==> src/hdl/necir_pkg.sv <==
// Package: event codes, pulse width windows and register map for the NEC IR decoder.
`timescale 1ns / 1ps
`default_nettype none
package necir_pkg;

   // Event codes carried on req_type
   typedef enum logic [1:0] {
      EV_IDLE_TICK = 2'd0,
      EV_RISE      = 2'd1,
      EV_FALL      = 2'd2,
      EV_READ_KEY  = 2'd3
   } event_type;

   localparam int unsigned WIDTH_W = 16;
   localparam int unsigned FRAME_W = 32;
   localparam int unsigned BYTE_W  = 8;
   localparam int unsigned TICK_W  = 4;

   // Pulse width windows in us, exclusive bounds
   localparam logic [WIDTH_W-1:0] BIT0_LO   = 16'd300;
   localparam logic [WIDTH_W-1:0] BIT0_HI   = 16'd800;
   localparam logic [WIDTH_W-1:0] BIT1_LO   = 16'd1400;
   localparam logic [WIDTH_W-1:0] BIT1_HI   = 16'd1800;
   localparam logic [WIDTH_W-1:0] LEAD_LO   = 16'd4200;
   localparam logic [WIDTH_W-1:0] LEAD_HI   = 16'd4700;
   localparam logic [WIDTH_W-1:0] REPEAT_LO = 16'd2200;
   localparam logic [WIDTH_W-1:0] REPEAT_HI = 16'd2600;

   localparam logic [TICK_W-1:0] IDLE_LIMIT_RESET = 4'd14;

   // Register map
   localparam int unsigned CSR_ADDR_W = 3;
   localparam int unsigned CSR_DATA_W = 32;
   typedef enum logic [0:0] {
      REG_IDLE_TICK_LIMIT = 1'b0
   } reg_index_type;

endpackage
`default_nettype wire

==> src/hdl/nec_ir_pulse_decoder.sv <==
// NEC infrared remote decoder: event-driven state machine with registered result.
//
// Usage:
//  - Input channel (req_*): one event per transfer. req_type selects idle tick,
//    rising edge, falling edge (req_high_width_us holds the measured high width)
//    or key read. A transfer happens on a rising clock edge with req_valid high
//    and req_stall low.
//  - Result channel (rsp_*): exactly one result per event, in order: the key
//    byte on a valid read (else 0), a frame-done flag, the repeat count and the
//    receiving flag, all as they stand after the event.
//  - CSR port (csr_*): APB style, always ready. Byte address 0 holds
//    idle_tick_limit (4 bits, reset 14). Write only while the block is idle.
// Output: the result is registered and shows in the cycle after the input
// transfer. Throughput: one event per cycle while req_stall is low; the decode
// is a handful of width compares and a 32-bit shift into the frame register.
// Stall: req_stall is raised only while a result sits in the output register
// and the receiver stalls it, so a new event is taken in the same cycle the
// waiting result is transferred.
// Reset (synchronous, active high) clears the decoder state, empties the output
// register and restores idle_tick_limit to 14.
`timescale 1ns / 1ps
`default_nettype none
module nec_ir_pulse_decoder (
   input  wire logic                              clock,
   input  wire logic                              reset,
   // event input
   input  wire logic                              req_valid,
   output logic                                   req_stall,
   input  wire logic [1:0]                        req_type,
   input  wire logic [necir_pkg::WIDTH_W-1:0]     req_high_width_us,
   // result output
   output logic                                   rsp_valid,
   input  wire logic                              rsp_stall,
   output logic [necir_pkg::BYTE_W-1:0]           rsp_key_code,
   output logic                                   rsp_frame_done,
   output logic [necir_pkg::BYTE_W-1:0]           rsp_repeat_count,
   output logic                                   rsp_receiving,
   // CSR port
   input  wire logic                              csr_psel,
   input  wire logic                              csr_penable,
   input  wire logic                              csr_pwrite,
   input  wire logic [necir_pkg::CSR_ADDR_W-1:0]  csr_paddr,
   input  wire logic [necir_pkg::CSR_DATA_W-1:0]  csr_pwdata,
   output logic [necir_pkg::CSR_DATA_W-1:0]       csr_prdata,
   output logic                                   csr_pready
);

   // decoder state
   logic                              started_ff, started_in;
   logic                              frame_ready_ff, frame_ready_in;
   logic                              rise_seen_ff, rise_seen_in;
   logic [necir_pkg::TICK_W-1:0]      idle_ticks_ff, idle_ticks_in;
   logic [necir_pkg::FRAME_W-1:0]     frame_bits_ff, frame_bits_in;
   logic [necir_pkg::BYTE_W-1:0]      repeats_ff, repeats_in;
   logic [necir_pkg::TICK_W-1:0]      idle_limit_ff;

   // output register
   logic                              rsp_valid_ff, rsp_valid_in;
   logic [necir_pkg::BYTE_W-1:0]      key_ff;
   logic                              done_ff;
   logic [necir_pkg::BYTE_W-1:0]      rep_ff;
   logic                              recv_ff;

   logic                              accept;
   logic [necir_pkg::BYTE_W-1:0]      key_in;
   logic                              done_in;
   logic                              is_bit0, is_bit1, is_lead, is_repeat;
   logic                              frame_ok;
   logic                              csr_wr;
   necir_pkg::event_type              ev;

   // --- handshake: output register empties or drains this cycle
   assign req_stall = rsp_valid_ff & rsp_stall;
   assign accept    = req_valid & ~req_stall;
   assign ev        = necir_pkg::event_type'(req_type);

   // --- width classification
   assign is_bit0   = (req_high_width_us > necir_pkg::BIT0_LO) &&
                      (req_high_width_us < necir_pkg::BIT0_HI);
   assign is_bit1   = (req_high_width_us > necir_pkg::BIT1_LO) &&
                      (req_high_width_us < necir_pkg::BIT1_HI);
   assign is_lead   = (req_high_width_us > necir_pkg::LEAD_LO) &&
                      (req_high_width_us < necir_pkg::LEAD_HI);
   assign is_repeat = (req_high_width_us > necir_pkg::REPEAT_LO) &&
                      (req_high_width_us < necir_pkg::REPEAT_HI);

   // frame layout: address, ~address, command, ~command (MSB first)
   assign frame_ok = (frame_bits_ff[31:24] == 8'h00) &&
                     (frame_bits_ff[23:16] == 8'hFF) &&
                     (frame_bits_ff[15:8]  == ~frame_bits_ff[7:0]);

   // --- next state and result
   always_comb begin
      started_in     = started_ff;
      frame_ready_in = frame_ready_ff;
      rise_seen_in   = rise_seen_ff;
      idle_ticks_in  = idle_ticks_ff;
      frame_bits_in  = frame_bits_ff;
      repeats_in     = repeats_ff;
      key_in         = '0;
      done_in        = 1'b0;
      case (ev)
         necir_pkg::EV_IDLE_TICK: begin
            if (started_ff) begin
               rise_seen_in = 1'b0;
               // first tick after the start closes the frame
               if (idle_ticks_ff == '0) begin
                  frame_ready_in = 1'b1;
                  done_in        = 1'b1;
               end
               if (idle_ticks_ff < idle_limit_ff) begin
                  idle_ticks_in = idle_ticks_ff + 1'b1;
               end else begin
                  started_in    = 1'b0;
                  idle_ticks_in = '0;
               end
            end
         end
         necir_pkg::EV_RISE: begin
            rise_seen_in = 1'b1;
         end
         necir_pkg::EV_FALL: begin
            if (rise_seen_ff) begin
               if (started_ff) begin
                  if (is_bit0) begin
                     frame_bits_in = {frame_bits_ff[necir_pkg::FRAME_W-2:0], 1'b0};
                  end else if (is_bit1) begin
                     frame_bits_in = {frame_bits_ff[necir_pkg::FRAME_W-2:0], 1'b1};
                  end
               end else if (is_lead) begin
                  started_in = 1'b1;
                  repeats_in = '0;
               end else if (is_repeat) begin
                  repeats_in = repeats_ff + 1'b1;   // wraps
               end
               rise_seen_in = 1'b0;
            end
         end
         necir_pkg::EV_READ_KEY: begin
            if (frame_ready_ff) begin
               if (frame_ok) begin
                  key_in = frame_bits_ff[15:8];
               end
               frame_ready_in = 1'b0;
               repeats_in     = '0;
            end
         end
         default: begin
         end
      endcase
   end

   always_comb begin
      rsp_valid_in = rsp_valid_ff;
      if (accept) begin
         rsp_valid_in = 1'b1;
      end else if (~rsp_stall) begin
         rsp_valid_in = 1'b0;
      end
   end

   // --- state registers
   always_ff @(posedge clock) begin
      if (reset) begin
         started_ff     <= 1'b0;
         frame_ready_ff <= 1'b0;
         rise_seen_ff   <= 1'b0;
         idle_ticks_ff  <= '0;
         frame_bits_ff  <= '0;
         repeats_ff     <= '0;
         rsp_valid_ff   <= 1'b0;
      end else begin
         rsp_valid_ff <= rsp_valid_in;
         if (accept) begin
            started_ff     <= started_in;
            frame_ready_ff <= frame_ready_in;
            rise_seen_ff   <= rise_seen_in;
            idle_ticks_ff  <= idle_ticks_in;
            frame_bits_ff  <= frame_bits_in;
            repeats_ff     <= repeats_in;
         end
      end
   end

   // --- result payload, loaded on each input transfer
   always_ff @(posedge clock) begin
      if (accept) begin
         key_ff  <= key_in;
         done_ff <= done_in;
         rep_ff  <= repeats_in;
         recv_ff <= started_in;
      end
   end

   assign rsp_valid        = rsp_valid_ff;
   assign rsp_key_code     = key_ff;
   assign rsp_frame_done   = done_ff;
   assign rsp_repeat_count = rep_ff;
   assign rsp_receiving    = recv_ff;

   // --- CSR port; word address taken from paddr[2]
   assign csr_pready = 1'b1;
   assign csr_wr     = csr_psel & csr_penable & csr_pwrite & csr_pready;

   always_ff @(posedge clock) begin
      if (reset) begin
         idle_limit_ff <= necir_pkg::IDLE_LIMIT_RESET;
      end else if (csr_wr &&
                   (necir_pkg::reg_index_type'(csr_paddr[2]) ==
                    necir_pkg::REG_IDLE_TICK_LIMIT)) begin
         idle_limit_ff <= csr_pwdata[necir_pkg::TICK_W-1:0];
      end
   end

   always_comb begin
      csr_prdata = '0;
      if (necir_pkg::reg_index_type'(csr_paddr[2]) == necir_pkg::REG_IDLE_TICK_LIMIT) begin
         csr_prdata[necir_pkg::TICK_W-1:0] = idle_limit_ff;
      end
   end

endmodule
`default_nettype wire

==> config.mk <==
export PLATFORM = sky130hd
export DESIGN_NAME = nec_ir_pulse_decoder
export DESIGN_NICKNAME = d
export VERILOG_FILES = /design/src/hdl/necir_pkg.sv /design/src/hdl/nec_ir_pulse_decoder.sv
export SDC_FILE = /design/constraint.sdc
export NUM_CORES = 1
export LEC_CHECK = 0
export ABC_AREA = 0
export BUFFER_PORTS_ARGS = -buffer_cell sky130_fd_sc_hd__buf_2
export CORE_MARGIN = 8
export CORE_UTILIZATION = 30
export DETAILED_ROUTE_END_ITERATION = 10
export SLEW_MARGIN = 20
export SYNTH_ARGS = -nofsm -noshare
export SYNTH_HDL_FRONTEND = slang
export SYNTH_SLANG_ARGS = --single-unit
==> constraint.sdc <==
create_clock -name clock -period 5.8 [get_ports clock]
set_input_delay 1.74 -clock clock [delete_from_list [all_inputs] [get_ports clock]]
set_output_delay 1.74 -clock clock [all_outputs]
set_load 0.02 [all_outputs]
* Word-level counts from Yosys, hierarchy flattened
Cells that the tools add are included.
Storage, ports and cells: register bits after elaboration 70, output and inout port bits 53, logic and storage cells 81
Cells by class: $add $sub $neg 2, magnitude comparators 9, equal/unequal tests 8, mux-type cells 24, bitwise operators 7, reduce and logical (&&, ||, !) cells 19
Operators with widths (number):
- 2-to-1 mux 32 bit | 2
- 2-to-1 mux 8 bit | 5
- greater-than comparator 16 x 11 -> 1 bit, second input constant | 1
- greater-than comparator 16 x 12 -> 1 bit, second input constant | 1
- greater-than comparator 16 x 13 -> 1 bit, second input constant | 1
- greater-than comparator 16 x 9 -> 1 bit, second input constant | 1
- less-than comparator 16 x 10 -> 1 bit, second input constant | 1
- less-than comparator 16 x 11 -> 1 bit, second input constant | 1
- less-than comparator 16 x 12 -> 1 bit, second input constant | 1
- less-than comparator 16 x 13 -> 1 bit, second input constant | 1
- one-hot mux 8 bit (2 select lines) | 1
- 2-to-1 mux 1 bit | 11
- AND reduction 3 bit | 3
- adder 8 x 1 -> 8 bit, second input constant | 1
- equality test 8 bit | 1
- equality test 8 bit, second input constant | 1
- logical NOT 8 bit | 1
- 2-to-1 mux 4 bit | 2
- NOT 8 bit | 1
- logical AND 1 bit | 7
- AND reduction 5 bit | 1
- adder 4 x 1 -> 4 bit, second input constant | 1
- AND 1 bit | 4
- equality test 2 bit, second input constant | 2
- other kinds (13) | 17

* Depth between registers and ports, before layout
depth in word-level cells 7, gate-level depth with buffers 9, depth with buffers taken out 8

* Worst setup path after synthesis
No wires, ideal clock.
path type input port to output port, from input csr_paddr[2] in the netlist's numbering, to output csr_prdata[0] in the netlist's numbering, arrival 2044 ps, setup slack 2016 ps, stages 1, path buffers 0, cell sequence nor2b_1
Between the ends: longest elaborated chain between the ends 1
RTL lines:
- from (decl) | RTL line nec_ir_pulse_decoder.sv:42 | input wire logic [necir_pkg::CSR_ADDR_W-1:0] csr_paddr,
- 2-to-1 mux 4 bit | RTL line nec_ir_pulse_decoder.sv:217 | if (necir_pkg::reg_index_type'(csr_paddr[2]) == necir_pkg::REG_IDLE_TICK_LIMIT) begin
- to (decl) | RTL line nec_ir_pulse_decoder.sv:44 | output logic [necir_pkg::CSR_DATA_W-1:0] csr_prdata,
No other way between the ends.

* Final worst setup path
Ends and elaborated chain as after synthesis.

==> impl_metrics.csv <==
group,metric,value,unit
cells_and_area,fin_cells,625,
setup_path,critical_path_class,"primary input to output port",
yosys,synth.distinct_cells,63,
setup_path,critical_path_arrival,2.16,ns
route,drtIter0Drc,228,
sta,whs,0.461,ns
yosys,ys_warn_count,0,
place,dp.cells,609,
cells_and_area,register_area,0.00158,mm2
yosys,synthCells,399,
grt,grt_max_degree,52,
floorplanning,initial_core_util,30.5,%
clock_network,clkTransAtPathRegs,0.06,ns
setup_path,cp_max_fo,5,
sta,worstMarginPinSlew,0.965,ns
setup_path,reg2reg_depth,9,
grt,grt_pass1_wl,13.6,mm
setup_path,setup.worst_path.end,"csr_prdata[0]",
cells_and_area,diodes,0,
cells_and_area,multi_input_area,0.00200,mm2
floorplanning,core-area,0.0126,mm2
yosys,synth_top_family_by_area,"simple AND/OR/NAND/NOR gates",
cells_and_area,area_delta_synth_final,15.2,%
run_status,status,"complete, no violations",
floorplanning,die_w,129,um
route,vias,2947,
sta,rsz0062_at_grt,"false",
yosys,synth_flop_cell,"dfxtp_1",
cells_and_area,fill_cells,1309,
sta,setup_viol,0,
route,drt_wl_total,8.28,mm
clock_network,numCtsBuffers,9,
sta,clock-skew-final,0.00466,ns
clock_network,cts_setup_buffers,0,
job,drv_cap,0,
yosys,synth_async_sr_flop_share,0,%
setup_path,endpoint_kind,"output port",
clock_network,clkLatencyLatePin,0.33,ns
grt,antenna_found_initial,0,
grt,grt_usage,10.3,%
setup_path,required,4.06,ns
route,avgRoutedWirePerCell,13.2,um
clock_network,cts_tree,"done",
clock_network,ctsHtreeMaxLevel,3,
sta,relSlewSlack,35.7,%
cells_and_area,nNetsFinal,514,
setup_path,startpoint,"csr_paddr[2]",
worst_hold_path,worstHoldPathType,"register to register",
grt,grt.met2_usage,16.8,%
power_and_ir_drop,ir_worst_vdd,0.000129,V
place,dpl.hpwl,6.09,mm
route,final_antenna_net_count,0,
clock_network,clock_sinks,70,
sta,hold_viol,0,
sta,timing.final.crit_period,3.90,ns
clock_network,postCtsHoldBufs,0,
yosys,seq_area_frac_synth,41.2,%
grt,grtUsageMet1,11.7,%
grt,grt_use_met3,3.99,%
yosys,yosys.area_share.adder,1.96,%
setup_path,cp-start-kind,"primary input",
setup_path,rr_startpoint,"rsp_valid",
clock_network,ctsRootBufferMaster,"clkbuf_16",
yosys,synthXorXnorAreaFrac,2.51,%
sta,fin_crit_sh,67.2,%
yosys,syn_area,0.00383,mm2
grt,grt_busiest_layer,"met2",
floorplanning,die-area,0.0167,mm2
power_and_ir_drop,power,0.00112,W
floorplanning,ios,113,
clock_network,ctsResizeCount,0,
grt,grt.overflow.total,0,
route,drc,0,
clock_network,cts_buffer_depth,2,
yosys,muxShareOfSynthArea,8.87,%
route,drt-pass1-iter-count,4,
sta,drv_slew,0,
power_and_ir_drop,p_per_area,254,mW/mm2
yosys,synth_edf_count,18,
power_and_ir_drop,p_leak,1.92,nW
cells_and_area,drive_above_1_share,19.4,%
setup_path,crit-reg2reg-capture,"frame_bits_ff[27]",
yosys,synth_compound_area_share,13.3,%
grt,grt_pass1_vias,2902,
yosys,ys_seq_elements,70,
yosys,synthSimpleGateAreaFrac,22.5,%
floorplanning,rows,41,
route,via_per_inst,4.72,
sta,tns,0,ns
place,place_congestion,0.807,
floorplanning,die_h,129,um
yosys,avgSynthCellArea,9.61,um2
setup_path,reg2reg_slack,3.45,ns
sta,fmax,257,MHz
place,portBuffers,53,
[metal layers]
metal | share of wire, % | up-vias | wire length (um)
met4 | 1.8 | 0 | 146
met1 | 44 | 1364 | 3620
met2 | 50 | 88 | 4120
met5 | 0 | - | 0
li1 | - | 1483 | -
met3 | 4.8 | 12 | 396
[cells by family (layout without fill, tap and decap cells)]
| logic type | count (synthesis) | in the layout |
|---|---|---|
| other | 2 | 29 |
| AOI/OAI and AO/OA | 64 | 64 |
| buffers and inverters | 59 | 86 |
| DFF | 70 | 70 |
| muxes | 34 | 34 |
| adders and majority gates | 6 | 6 |
| xor gates and xnor gates | 11 | 11 |
| and+or+nand+nor | 153 | 153 |
[worst min-delay path by stage]
| stage | start | end | slack [ns] | depth (start not counted) |
|---|---|---|---|---|
| after floorplan | idle_limit_ff[1] | idle_limit_ff[1] | 0.44 | 1 |
| after global placement | idle_limit_ff[2] | idle_limit_ff[2] | 0.45 | 1 |
| after detailed placement | idle_limit_ff[2] | idle_limit_ff[2] | 0.45 | 1 |
| after CTS | idle_limit_ff[2] | idle_limit_ff[2] | 0.46 | 1 |
| after global routing | idle_limit_ff[1] | idle_limit_ff[1] | 0.49 | 1 |
| final | idle_limit_ff[2] | idle_limit_ff[2] | 0.46 | 1 |
[flip-flops by register name (all words and copies together) (netlist names)]
| name | flops |
|---|---|
| rsp_valid | 1 |
| rsp_key_code | 8 |
| idle_limit_ff | 4 |
| rsp_receiving | 1 |
| repeats_ff | 8 |
| frame_ready_ff | 1 |
| rise_seen_ff | 1 |
| rsp_frame_done | 1 |
| rsp_repeat_count | 8 |
| frame_bits_ff | 32 |
| idle_ticks_ff | 4 |
| started_ff | 1 |
[where the power goes]
group / internal (W) / total, W / switching (W)
sequential: 0.000508 / 0.000510 / 0.00000240
clock: 0.000302 / 0.000514 / 0.000212
combinational: 0.0000252 / 0.0000987 / 0.0000735
total: 0.000835 / 0.00112 / 0.000288
[synthesized netlist by cell type (3+ instances only)]
| master | number | area share, % |
|---|---|---|
| dfxtp_1 | 52 | 27 |
| nor2_1 | 51 | 5.0 |
| mux2i_1 | 34 | 8.9 |
| buf_4 | 29 | 5.7 |
| nand2_1 | 20 | 2.0 |
| edfxtp_1 | 18 | 14 |
| inv_1 | 14 | 1.4 |
| a21oi_1 | 11 | 1.4 |
| and2_1 | 11 | 1.8 |
| nand4_1 | 11 | 1.8 |
| a31oi_1 | 9 | 1.5 |
| nor3_1 | 9 | 1.2 |
| nor4_1 | 8 | 1.3 |
| o21ai_0 | 8 | 1.0 |
| clkbuf_1 | 7 | 0.69 |
| nand2b_1 | 7 | 1.1 |
| nand3_1 | 7 | 0.91 |
| ha_1 | 6 | 2.0 |
| o211ai_1 | 6 | 1.2 |
| xnor2_1 | 6 | 1.4 |
| xor2_1 | 5 | 1.1 |
| a211o_1 | 4 | 0.91 |
| buf_6 | 4 | 1.2 |
| or3_1 | 4 | 0.65 |
| a211oi_1 | 3 | 0.59 |
| a311oi_1 | 3 | 0.69 |
| and3_1 | 3 | 0.49 |
| buf_1 | 3 | 0.29 |
| nor2b_1 | 3 | 0.49 |
[layout by cell type (no fill, tap or decap), types with 3 or more instances in the layout]
| master | netlist | routed |
|---|---|---|
| xor2_1 | 5 | 5 |
| nand3_1 | 7 | 7 |
| ha_1 | 6 | 6 |
| nor2_1 | 51 | 51 |
| nor4_1 | 8 | 8 |
| a211o_1 | 4 | 4 |
| clkinvlp_4 | 0 | 3 |
| or3_1 | 4 | 4 |
| nand2_1 | 20 | 20 |
| a311oi_1 | 3 | 3 |
| and3_1 | 3 | 3 |
| o211ai_1 | 6 | 6 |
| edfxtp_1 | 18 | 18 |
| conb_1 | 2 | 29 |
| and2_1 | 11 | 11 |
| a21oi_1 | 11 | 11 |
| xnor2_1 | 6 | 6 |
| o21ai_0 | 8 | 8 |
| a31oi_1 | 9 | 9 |
| dfxtp_1 | 52 | 52 |
| buf_2 | 1 | 53 |
| nor3_1 | 9 | 9 |
| a211oi_1 | 3 | 3 |
| clkbuf_16 | 0 | 9 |
| inv_1 | 14 | 14 |
| mux2i_1 | 34 | 34 |
| nand2b_1 | 7 | 7 |
| nor2b_1 | 3 | 3 |
| nand4_1 | 11 | 11 |
[layout make-up]
class | instances | share of cell area [%]
clock inverters | 6 | 1.02
multi-input cells | 297 | 45.3
clock buffers | 10 | 5.41
flip-flops and latches | 70 | 35.8
inverters | 15 | 1.27
well taps | 172 | 4.87
repair buffers | 55 | 6.34
[critical path, stage by stage]
cell and delay, ns:
buf_2 0.12, nor2b_1 0.12, buf_2 0.18
[stage by stage]
stage	setup slack, ns	util, %	area [um2]
after CTS	1.90	35.2	4420
after detailed placement	1.86	32.9	4130
final	1.90	35.2	4420
after global routing	1.86	35.2	4420
after global placement	1.86	32.9	4130
after floorplan	2.02	-	3940
Power figures use the tool's default switching activity.
